--- src/hdl/dlps_pkg.sv ---
`timescale 1ns / 1ps
// Shared types, constants and per-item functions of the dual LED pulse sequencer.
package dlps_pkg;

	localparam int STEPS_PER_PERIOD = 100;
	localparam int PHASE_OFFSET     = 50;
	localparam int INITIAL_DUTY     = 384;

	localparam int STEP_W   = 7;
	localparam int DUTY_W   = 11;
	localparam int THR_W    = 12;
	localparam int CMD_W    = 2;
	localparam int REG_IDX_W = 3;

	typedef logic [STEP_W-1:0] step_t;
	typedef logic [DUTY_W-1:0] duty_t;
	typedef logic [THR_W-1:0]  thr_t;

	typedef enum logic [CMD_W-1:0] {
		CMD_TICK = 2'd0,
		CMD_IR   = 2'd1,
		CMD_RED  = 2'd2,
		CMD_NONE = 2'd3
	} cmd_t;

	// register indexes (byte address = 4 * index)
	localparam logic [REG_IDX_W-1:0] REG_LOW_THR    = 3'd0;
	localparam logic [REG_IDX_W-1:0] REG_HIGH_THR   = 3'd1;
	localparam logic [REG_IDX_W-1:0] REG_DUTY_HI    = 3'd2;
	localparam logic [REG_IDX_W-1:0] REG_DUTY_LO    = 3'd3;
	localparam logic [REG_IDX_W-1:0] REG_ENVELOPE   = 3'd4;
	localparam logic [REG_IDX_W-1:0] REG_CONVERT    = 3'd5;
	localparam logic [REG_IDX_W-1:0] REG_GATE_FIRST = 3'd6;
	localparam logic [REG_IDX_W-1:0] REG_GATE_LAST  = 3'd7;

	typedef struct packed {
		thr_t  low_thr;
		thr_t  high_thr;
		duty_t duty_hi;
		duty_t duty_lo;
		step_t envelope;
		step_t convert;
		step_t gate_first;
		step_t gate_last;
	} cfg_t;

	typedef struct packed {
		logic  led;
		logic  gate;
		duty_t cmp;
		logic  cnv;
	} chan_res_t;

	typedef struct packed {
		chan_res_t ir;
		chan_res_t red;
		duty_t     ir_duty;
		duty_t     red_duty;
	} result_t;

	// step counter advance with wrap at the period length
	function automatic step_t step_advance(input step_t s);
		logic [STEP_W:0] n;
		n = {1'b0, s} + (STEP_W+1)'(1);
		if (n >= (STEP_W+1)'(STEPS_PER_PERIOD)) begin
			n = '0;
		end
		return n[STEP_W-1:0];
	endfunction

	// one-count duty nudge; the fall test sees the risen value
	function automatic duty_t duty_adjust(input duty_t duty, input thr_t reading,
			input cfg_t cfg);
		duty_t d;
		d = duty;
		if (reading < cfg.low_thr && d < cfg.duty_hi) begin
			d = d + duty_t'(1);
		end
		if (reading > cfg.high_thr && d > cfg.duty_lo) begin
			d = d - duty_t'(1);
		end
		return d;
	endfunction

	function automatic chan_res_t chan_eval(input step_t step, input duty_t duty,
			input logic active, input logic tick, input cfg_t cfg);
		chan_res_t r;
		logic      in_env;
		in_env = active && (step <= cfg.envelope);
		r.led  = in_env;
		r.gate = in_env && (step >= cfg.gate_first) && (step <= cfg.gate_last);
		r.cmp  = (active && (step < cfg.envelope)) ? duty : '0;
		r.cnv  = tick && in_env && (step == cfg.convert);
		return r;
	endfunction

endpackage

--- src/hdl/dlps_cfg.sv ---
`timescale 1ns / 1ps
// APB register file holding the sequencer and intensity control settings.
module dlps_cfg (
	input  logic            clk,
	input  logic            arst_n,
	input  logic            psel,
	input  logic            penable,
	input  logic            pwrite,
	input  logic [4:0]      paddr,
	input  logic [31:0]     pwdata,
	output logic [31:0]     prdata,
	output logic            pready,
	output dlps_pkg::cfg_t  cfg
);
	import dlps_pkg::*;

	cfg_t                 cfg_q;
	logic                 wr_en;
	logic [REG_IDX_W-1:0] idx;

	assign pready = 1'b1;
	assign wr_en  = psel && penable && pwrite;
	assign idx    = paddr[4:2];
	assign cfg    = cfg_q;

	always_ff @(posedge clk or negedge arst_n) begin
		if (!arst_n) begin
			cfg_q.low_thr    <= thr_t'(2500);
			cfg_q.high_thr   <= thr_t'(2600);
			cfg_q.duty_hi    <= duty_t'(1151);
			cfg_q.duty_lo    <= duty_t'(64);
			cfg_q.envelope   <= step_t'(25);
			cfg_q.convert    <= step_t'(13);
			cfg_q.gate_first <= step_t'(5);
			cfg_q.gate_last  <= step_t'(15);
		end else if (wr_en) begin
			case (idx)
				REG_LOW_THR:    cfg_q.low_thr    <= pwdata[THR_W-1:0];
				REG_HIGH_THR:   cfg_q.high_thr   <= pwdata[THR_W-1:0];
				REG_DUTY_HI:    cfg_q.duty_hi    <= pwdata[DUTY_W-1:0];
				REG_DUTY_LO:    cfg_q.duty_lo    <= pwdata[DUTY_W-1:0];
				REG_ENVELOPE:   cfg_q.envelope   <= pwdata[STEP_W-1:0];
				REG_CONVERT:    cfg_q.convert    <= pwdata[STEP_W-1:0];
				REG_GATE_FIRST: cfg_q.gate_first <= pwdata[STEP_W-1:0];
				REG_GATE_LAST:  cfg_q.gate_last  <= pwdata[STEP_W-1:0];
				default: ;
			endcase
		end
	end

	always_comb begin
		case (idx)
			REG_LOW_THR:    prdata = 32'(cfg_q.low_thr);
			REG_HIGH_THR:   prdata = 32'(cfg_q.high_thr);
			REG_DUTY_HI:    prdata = 32'(cfg_q.duty_hi);
			REG_DUTY_LO:    prdata = 32'(cfg_q.duty_lo);
			REG_ENVELOPE:   prdata = 32'(cfg_q.envelope);
			REG_CONVERT:    prdata = 32'(cfg_q.convert);
			REG_GATE_FIRST: prdata = 32'(cfg_q.gate_first);
			REG_GATE_LAST:  prdata = 32'(cfg_q.gate_last);
			default:        prdata = '0;
		endcase
	end

endmodule

--- src/hdl/dlps_core.sv ---
`timescale 1ns / 1ps
// Step counters, duty registers and the registered result word.
module dlps_core (
	input  logic               clk,
	input  logic               arst_n,
	input  dlps_pkg::cfg_t     cfg,
	input  logic               in_valid,
	output logic               in_ready,
	input  dlps_pkg::cmd_t     in_cmd,
	input  dlps_pkg::thr_t     in_reading,
	output logic               out_valid,
	input  logic               out_ready,
	output dlps_pkg::result_t  out_res
);
	import dlps_pkg::*;

	step_t   ir_step_q, red_step_q, ir_step_d, red_step_d;
	logic    red_started_q, red_started_d;
	duty_t   ir_duty_q, red_duty_q, ir_duty_d, red_duty_d;
	logic    res_valid_q;
	result_t res_q, res_d;
	logic    tick;
	logic    acc;

	// result register frees up in the same cycle it is taken
	assign in_ready  = !res_valid_q || out_ready;
	assign acc       = in_valid && in_ready;
	assign tick      = (in_cmd == CMD_TICK);
	assign out_valid = res_valid_q;
	assign out_res   = res_q;

	always_comb begin
		ir_step_d     = ir_step_q;
		red_step_d    = red_step_q;
		red_started_d = red_started_q;
		ir_duty_d     = ir_duty_q;
		red_duty_d    = red_duty_q;
		case (in_cmd)
			CMD_TICK: begin
				ir_step_d = step_advance(ir_step_q);
				if (ir_step_d == step_t'(PHASE_OFFSET)) begin
					red_started_d = 1'b1;
				end
				if (red_started_d) begin
					red_step_d = step_advance(red_step_q);
				end
			end
			CMD_IR:  ir_duty_d  = duty_adjust(ir_duty_q, in_reading, cfg);
			CMD_RED: red_duty_d = duty_adjust(red_duty_q, in_reading, cfg);
			default: ;
		endcase
		res_d.ir       = chan_eval(ir_step_d, ir_duty_d, 1'b1, tick, cfg);
		res_d.red      = chan_eval(red_step_d, red_duty_d, red_started_d, tick, cfg);
		res_d.ir_duty  = ir_duty_d;
		res_d.red_duty = red_duty_d;
	end

	always_ff @(posedge clk or negedge arst_n) begin
		if (!arst_n) begin
			ir_step_q     <= '0;
			red_step_q    <= '0;
			red_started_q <= 1'b0;
			ir_duty_q     <= duty_t'(INITIAL_DUTY);
			red_duty_q    <= duty_t'(INITIAL_DUTY);
			res_valid_q   <= 1'b0;
		end else begin
			if (acc) begin
				ir_step_q     <= ir_step_d;
				red_step_q    <= red_step_d;
				red_started_q <= red_started_d;
				ir_duty_q     <= ir_duty_d;
				red_duty_q    <= red_duty_d;
				res_valid_q   <= 1'b1;
			end else if (out_ready) begin
				res_valid_q   <= 1'b0;
			end
		end
	end

	always_ff @(posedge clk) begin
		if (acc) begin
			res_q <= res_d;
		end
	end

`ifndef ASSERT_OFF
	a_red_idle_zero: assert property (@(posedge clk) disable iff (!arst_n)
		!red_started_q |-> (red_step_q == '0))
		else $error("red step moved before red start");

	a_ir_step_range: assert property (@(posedge clk) disable iff (!arst_n)
		ir_step_q < step_t'(STEPS_PER_PERIOD))
		else $error("IR step beyond period");

	a_sample_holds_steps: assert property (@(posedge clk) disable iff (!arst_n)
		(acc && !tick) |=> ($stable(ir_step_q) && $stable(red_step_q)))
		else $error("sample word moved a step counter");

	a_ir_duty_slew: assert property (@(posedge clk) disable iff (!arst_n)
		acc |=> (ir_duty_q == $past(ir_duty_q)
			|| ir_duty_q == $past(ir_duty_q) + duty_t'(1)
			|| ir_duty_q == $past(ir_duty_q) - duty_t'(1)))
		else $error("IR duty moved by more than one");

	a_tick_holds_duty: assert property (@(posedge clk) disable iff (!arst_n)
		(acc && tick) |=> ($stable(ir_duty_q) && $stable(red_duty_q)))
		else $error("tick word changed a duty");
`endif

endmodule

--- src/hdl/dual_led_pulse_sequencer_agc.sv ---
`timescale 1ns / 1ps
// Top level of the dual LED pulse sequencer with LED intensity control.
//
//  channel   dir   handshake                 payload
//  s_axis    in    tvalid/tready             tuser = cmd, tdata = DC reading
//  m_axis    out   tvalid/tready             tdata = LED, gate, compare, convert, duty
//  apb       in    psel/penable/pwrite/pready  8 x 32-bit registers at 4*index
//
// One word per clock: a word accepted at an edge has its result word on m_axis
// from the next cycle. The result register is refilled in the same cycle it is
// taken, so s_axis_tready only drops while a result waits with m_axis_tready low.
// Reset (arst_n low) clears both step counters and the red start flag, loads
// both duties with 384 and the registers with their defaults; no pass is needed.
// The whole item update (counter wrap, duty nudge, window compares) sits between
// the state registers and the result register.
module dual_led_pulse_sequencer_agc (
	input  logic        clk,
	input  logic        arst_n,
	// slave side
	input  logic        s_axis_tvalid,
	output logic        s_axis_tready,
	input  logic [15:0] s_axis_tdata,   // [11:0] sample_value, [15:12] zero
	input  logic [1:0]  s_axis_tuser,   // [1:0] cmd
	// master side
	output logic        m_axis_tvalid,
	input  logic        m_axis_tready,
	// [0] ir_led_on, [1] red_led_on, [2] ir_gate_on, [3] red_gate_on,
	// [14:4] ir_compare, [25:15] red_compare, [26] ir_convert, [27] red_convert,
	// [38:28] ir_duty_now, [49:39] red_duty_now, [55:50] zero
	output logic [55:0] m_axis_tdata,
	// configuration
	input  logic        psel,
	input  logic        penable,
	input  logic        pwrite,
	input  logic [4:0]  paddr,
	input  logic [31:0] pwdata,
	output logic [31:0] prdata,
	output logic        pready
);
	import dlps_pkg::*;

	cfg_t    cfg;
	result_t res;
	cmd_t    cmd;

	assign cmd = cmd_t'(s_axis_tuser);

	dlps_cfg u_cfg (
		.clk     (clk),
		.arst_n  (arst_n),
		.psel    (psel),
		.penable (penable),
		.pwrite  (pwrite),
		.paddr   (paddr),
		.pwdata  (pwdata),
		.prdata  (prdata),
		.pready  (pready),
		.cfg     (cfg)
	);

	dlps_core u_core (
		.clk        (clk),
		.arst_n     (arst_n),
		.cfg        (cfg),
		.in_valid   (s_axis_tvalid),
		.in_ready   (s_axis_tready),
		.in_cmd     (cmd),
		.in_reading (s_axis_tdata[THR_W-1:0]),
		.out_valid  (m_axis_tvalid),
		.out_ready  (m_axis_tready),
		.out_res    (res)
	);

	// pack the result word, ir_led_on in the low bit
	assign m_axis_tdata = {6'b0,
		res.red_duty, res.ir_duty,
		res.red.cnv, res.ir.cnv,
		res.red.cmp, res.ir.cmp,
		res.red.gate, res.ir.gate,
		res.red.led, res.ir.led};

endmodule

--- config.mk ---
export PLATFORM = sky130hd
export DESIGN_NAME = dual_led_pulse_sequencer_agc
export DESIGN_NICKNAME = d
export VERILOG_FILES = /design/src/hdl/dlps_pkg.sv /design/src/hdl/dlps_cfg.sv /design/src/hdl/dlps_core.sv /design/src/hdl/dual_led_pulse_sequencer_agc.sv
export SDC_FILE = /design/constraint.sdc
export NUM_CORES = 1
export LEC_CHECK = 0
export BUFFER_PORTS_ARGS = -buffer_cell sky130_fd_sc_hd__buf_2
export CAP_MARGIN = 40
export CORE_UTILIZATION = 40
export DETAILED_ROUTE_END_ITERATION = 16
export GPL_TIMING_DRIVEN = 0
export SYNTH_ARGS = -nofsm -noshare
export SYNTH_HDL_FRONTEND = slang
export SYNTH_SLANG_ARGS = --single-unit
--- constraint.sdc ---
create_clock -name clk -period 6.6 [get_ports clk]
set_input_delay 1.32 -clock clk [delete_from_list [all_inputs] [get_ports clk]]
set_output_delay 1.32 -clock clk [all_outputs]
set_load 0.02 [all_outputs]
==> After elaboration in Yosys (flattened, before gate mapping) <==
Cells that the tools add are included.
{ "totals": {"reg_bits": 162, "latchBits": 0, "ram_bits": 0, "rom_bits": 0, "input_bits": 62, "out_inout_bits": 91, "elab_cells": 108, "mem_count": 0} }
{ "op_classes": {"addsub": 6, "mul": 0, "div_mod_pow": 0, "n_lt_le_gt_ge": 16, "n_eq_ne": 12, "n_shift": 0, "mux": 20, "bitwise_logic": 0, "n_reduce_logical": 30} }
{ "op_table": {"columns": ["cell", "n"], "rows": [
  ["$pmux W32 S8", 1],
  ["$mux W11", 8],
  ["$mux W7", 6],
  ["$le A7 B7 Y1", 4],
  ["$add A11 B1 Y11 const B", 2],
  ["$gt A11 B11 Y1", 2],
  ["$lt A11 B11 Y1", 2],
  ["$sub A11 B1 Y11 const B", 2],
  ["$logic_and A1 B1 Y1", 17],
  ["$add A7 B1 Y8 const B", 2],
  ["$ge A8 B7 Y1 const B", 2],
  ["$reduce_and A2 Y1", 8],
  ["$eq A7 B7 Y1", 2],
  ["$ge A7 B7 Y1", 2],
  ["$lt A7 B7 Y1", 2],
  ["$eq A3 B3 Y1 const B", 4],
  ["$gt A12 B12 Y1", 1],
  ["$lt A12 B12 Y1", 1],
  ["$eq A7 B6 Y1 const B", 1],
  ["$eq A3 B2 Y1 const B", 2],
  ["$mux W1", 5],
  ["$eq A3 B1 Y1 const B", 1],
  ["$logic_not A3 Y1", 1],
  ["$eq A2 B1 Y1 const B", 1],
  ["5 further kinds", 5]
]} }

==> Depth between registers and ports, before layout <==
{ "depth": {"depth_word": 13, "ltp_mapped": 20, "mapped_depth_nobuf": 19} }

==> Cells and area by module <==
Synthesis repeated with hierarchy kept, for this count alone.
{ "unflattened": {"cells_unflattened": 1243, "hier_area_um2": 11901.4} }
{ "modules_own_cells": {"columns": ["mod", "instances", "cells_per_inst", "area_per_inst_um2", "seq_area_each_um2"], "rows": [
  ["dlps_core", 1, 958, 8157.8, 2457.4],
  ["dlps_cfg", 1, 278, 3694.8, 1889.3],
  ["dual_led_pulse_sequencer_agc", 1, 7, 48.8, 0.0]
]} }

==> Worst setup path after synthesis <==
No wires, ideal clock.
{ "synth_path": {"kind": "input to register", "startpoint": "input s_axis_tdata[9]", "endpoint": "register u_core.res_q (netlist bit u_core.out_res[45]), data pin", "setup_ns": 0.280, "t_arrival_ns": 5.415, "t_required_ns": 6.320, "setup_slack_ns": 0.905, "stages": 19, "path_buffers": 1, "path_cell_list": "ha_1 -> a21o_1 -> a21o_1 -> a2111oi_4 -> o21ai_2 -> buf_6 -> nor4_1 -> xnor2_1 -> inv_1 -> ha_1 -> nand4_1 -> nor3_1 -> o21ai_0 -> o211ai_1 -> nand3b_1 -> a2111oi_4 -> nor3b_4 -> mux2i_1 -> a21oi_1"} }
{ "synth_via": {"elab_chain_len": 8, "elab_cells_between_ends": 10, "classes_between": "add/sub: 1; order compare: 3; mux: 4; reduce/logical: 2"} }
{ "synth_lines": {"columns": ["item", "line", "source"], "rows": [
  ["start, declared", "dual_led_pulse_sequencer_agc.sv:22", "input logic [15:0] s_axis_tdata,"],
  ["$lt A12 B12 Y1", "dlps_pkg.sv:76", "if (reading < cfg.low_thr && d < cfg.duty_hi) begin"],
  ["$logic_and A1 B1 Y1", "dlps_pkg.sv:76", null],
  ["$mux W11", "dlps_pkg.sv:76", null],
  ["$mux W11", "dlps_core.sv:38", "case (in_cmd)"],
  ["$gt A11 B11 Y1", "dlps_pkg.sv:79", "if (reading > cfg.high_thr && d > cfg.duty_lo) begin"],
  ["$logic_and A1 B1 Y1", "dlps_pkg.sv:79", null],
  ["$mux W11 (*)", "dlps_pkg.sv:79", null],
  ["$mux W11 (*)", "dlps_core.sv:38", null],
  ["end signal, assigned", "dlps_core.sv:82", "res_q <= res_d;"],
  ["end, declared", "dlps_core.sv:21", "result_t res_q, res_d;"]
]} }
Mark *: on every way between the ends. The rest lies on a longest branch, timed or not. The select of a mux whose other input is x is not followed.
A chain may end at the register's enable or synchronous reset.

==> Worst setup path in the final report <==
{ "layout_path": {"startpoint": "input s_axis_tdata[9]", "endpoint": "register u_core.res_q (netlist bit u_core.out_res[32]), data pin"} }
Same word-level chain as after synthesis.

==> qor.txt <==
Startpoint type of the worst setup path -> input pin
Post-DR wirelength/cell -> 18.3 um
RSZ-0062 raised after global routing -> no
HP Start -> u_core.red_started_q$_DFFE_PN0P_
Final slew viol count -> 0
Final Hold Fails -> 0
DRT Pass-1 Iters -> 7
Critical Path AT -> 6.37 ns
Tcrit/Tclk final -> 94.0%
CP max stage cell -> a2111oi_4
Number of synthesized flops with an enable pin -> 50
Simple-gate portion of the synthesized area -> 17.8%
Largest net degree at the start of global routing -> 81
XOR/XNOR share of the synthesized area -> 4.43%
Layout cells sized above 1 -> 17.8%
Post-Synth Adder-Cell Area -> 12.1%
Post-Layout Cell Count -> 1857
Post-synth top cells -> 169 x nand2_1, 120 x o21ai_0, 114 x ha_1, 94 x inv_1, 78 x dfrtp_1
Largest family of logic cells by synthesized area -> simple AND/OR/NAND/NOR gates
Slowest stage delay, CP -> 0.52 ns
Sequential area share after synthesis -> 36.8%
VDD IR max -> 0.000146 V
Power Total -> 4.22 mW
Core area -> 28900 um2
GRT overflow -> 0
Synth Flop Type -> dfrtp_1
Fmax -> 161 MHz
Most numerous cell in the Yosys netlist -> nand2_1
Tmin final -> 6.20 ns
CTS root buffer -> clkbuf_16
Reg-to-reg critical path endpoint -> u_core.out_res[32]$_SDFFCE_PN0P_
Inst Count DP -> 1822
Final ANT Viol Nets -> 0
Crit Reg-Reg Startpoint -> u_cfg.cfg[70]$_DFFE_PN1P_
Worst setup margin -> 0.396 ns
Mapped cell area -> 11800 um2
Antenna fix cells -> 0
Critical Path, Cell by Cell -> buf_2 -> ha_1 -> a21o_1 -> a21o_1 -> a2111oi_4 -> o21ai_2 -> buf_6 -> nor3_2 -> xnor2_1 -> inv_1 -> ha_1 -> nand3_1 -> o21ai_0 -> a41oi_1 -> or3_1 -> o21bai_1 -> a211oi_1 -> mux2i_1 -> a21oi_1
Post-synthesis mux area share -> 5.69%
Largest area contributor in the netlist -> dfrtp_1
Setup tns final -> 0 ns
# H-tree levels -> 4
Initial drt markers -> 676
Worst-Margin Slew -> 0.903 ns
Yosys Warn Count -> 0
Fin nets -> 1636
Total CTS buffers -> 17
Instance count of the mapped netlist -> 1311
Relative slew slack -> 39.3%
Setup violators final -> 0
I/O Pins -> 153
Top cell type's share of synthesized area -> 16.5%
Global Route Usage Sum -> 22.9%
Maxcap violations -> 0
Die footprint -> 30300 um2
DR vias -> 9999
FF+latch count, synth -> 162
Critical Path Source -> s_axis_tdata[9]
Clock Pin Slew Worst Setup and Hold Paths -> 0.07 ns
Fraction of registers with async set/reset -> 69.1%
Worst Setup End Kind -> flop
First-pass GRT wire length -> 53700 um
Worst clock skew -> 0.0165 ns
Syn_area_per_cell -> 9.02 um2
# fillers -> 2817
Initial antenna violation count -> 0
Worst-path fanout max -> 10
Synth area leaders -> dfrtp_1 17%, edfxtp_1 13%, ha_1 12%
Cell Rows -> 62
Clk Latency, worst-skew pair -> 0.45 ns
Leak pwr -> 6.25 nW
R2R Setup Slk -> 0.92 ns
Gpl congestion -> 0.933
DRC violations left -> 0
Clock buffer depth -> 2
Synth unique cells -> 75
Final Util -> 47.0%
Die height -> 174 um
P per Cell Area -> 311 nW/um2
Worst R2R Path Depth -> 19
Via density -> 5.38
Final WL -> 34000 um
Vias in the first global route -> 9641
Pre-CTS setup slack -> -0.111 ns
Worst Hold Class -> reg -> reg
Status -> complete, no violations
CTS tree -> built
PortBufs -> 98
Req. time, crit path -> 6.77 ns
Post-DP HPWL -> 26000 um
Chip width -> 174 um
Worst Setup EP -> u_core.out_res[32]$_SDFFCE_PN0P_
Layout area overhead -> 14.7%
Initial Util -> 41.0%
Post-synthesis compound-gate area fraction -> 16.3%
WS Path Type -> in -> reg
Clock sink count -> 162
worst min path at each step:
stage	slack [ns]	cells after the start	to
6_report	0.45	2	u_core.red_started_q$_DFFE_PN0P_
3_5_place_dp	0.44	2	u_core.red_started_q$_DFFE_PN0P_
2_1_floorplan	0.42	2	u_core.red_started_q$_DFFE_PN0P_
5_1_grt	0.50	2	u_core.red_started_q$_DFFE_PN0P_
3_3_place_gp	0.43	2	u_core.red_started_q$_DFFE_PN0P_
4_1_cts	0.45	2	u_core.red_started_q$_DFFE_PN0P_
stage by stage:
step	cell area [um2]	hold WS [ns]
3_3_place_gp	12900	0.434
2_1_floorplan	11900	0.419
3_5_place_dp	12900	0.438
4_1_cts	13500	0.452
5_1_grt	13600	0.499
6_report	13600	0.453
registers in the layout (all words and copies together), names as in the netlist:
name / flops
u_core.ir_duty_q: 11
u_cfg.cfg: 74
u_core.red_started_q: 1
u_core.out_res: 50
u_core.out_valid: 1
u_core.red_step_q: 7
u_core.red_duty_q: 11
u_core.ir_step_q: 7
metal layers:
| metal | share of wire [%] | up-vias | GRT usage [%] |
|---|---|---|---|
| met5 | 0 | - | 0 |
| met4 | 2.1 | 0 | 7.02 |
| met3 | 5.2 | 45 | 3.11 |
| met2 | 45 | 322 | 35.6 |
| met1 | 48 | 4737 | 32.9 |
| li1 | - | 4895 | - |
final cells by class:
class                      instances  area (um2)  area share, %
inverter                          96         360           2.66
tap                              384         480           3.54
clock inverter                    12         146           1.08
multi-input combinational        990        6770           49.9
timing repair buffer             105         564           4.16
sequential                       162        4350           32.0
clock buffer                      20         447           3.29
buffer                            88         455           3.36
kinds of logic (layout without fill, tap and decap cells):
family / after synthesis / after routing
xor gates and xnor gates: 59 / 59
adders and majority gates: 114 / 114
other: 2 / 27
DFF: 162 / 162
and+or+nand+nor: 430 / 430
muxes: 56 / 56
AOI/OAI and AO/OA: 304 / 304
buffers and inverters: 184 / 321
where the power goes:
part | switching, mW | internal [mW] | leakage [nW]
Combinational | 1.07 | 0.656 | 4.15
Clock | 0.454 | 0.576 | 0.291
Sequential | 0.166 | 1.30 | 1.81
critical path, delay by kind of cell:
family / cells / cell delay (ns)
compound gates: 9 / 2.49
xor+xnor: 1 / 0.28
fa+ha+maj: 2 / 0.65
buf+inv: 3 / 0.52
mux: 1 / 0.29
simple gates: 3 / 0.81
placed cells by master, fill, tap and decap left out, types with 30 or more instances in the layout:
master    count
dfrtp_1      78
dfstp_2      34
edfxtp_1     50
inv_1        94
mux2_2       30
ha_1        114
nand3_1      40
a21oi_1      61
o21ai_0     120
buf_4        32
clkbuf_1     45
xnor2_1      35
buf_2       106
nand2_1     169
nor2_1       65
repair_timing:
item,in CTS,in global routing
hold buffers,0,0
resized for setup,0,1
setup buffers,0,3
setup endpoints to repair,0,7
No activity file was read; power rests on OpenSTA's default activity.
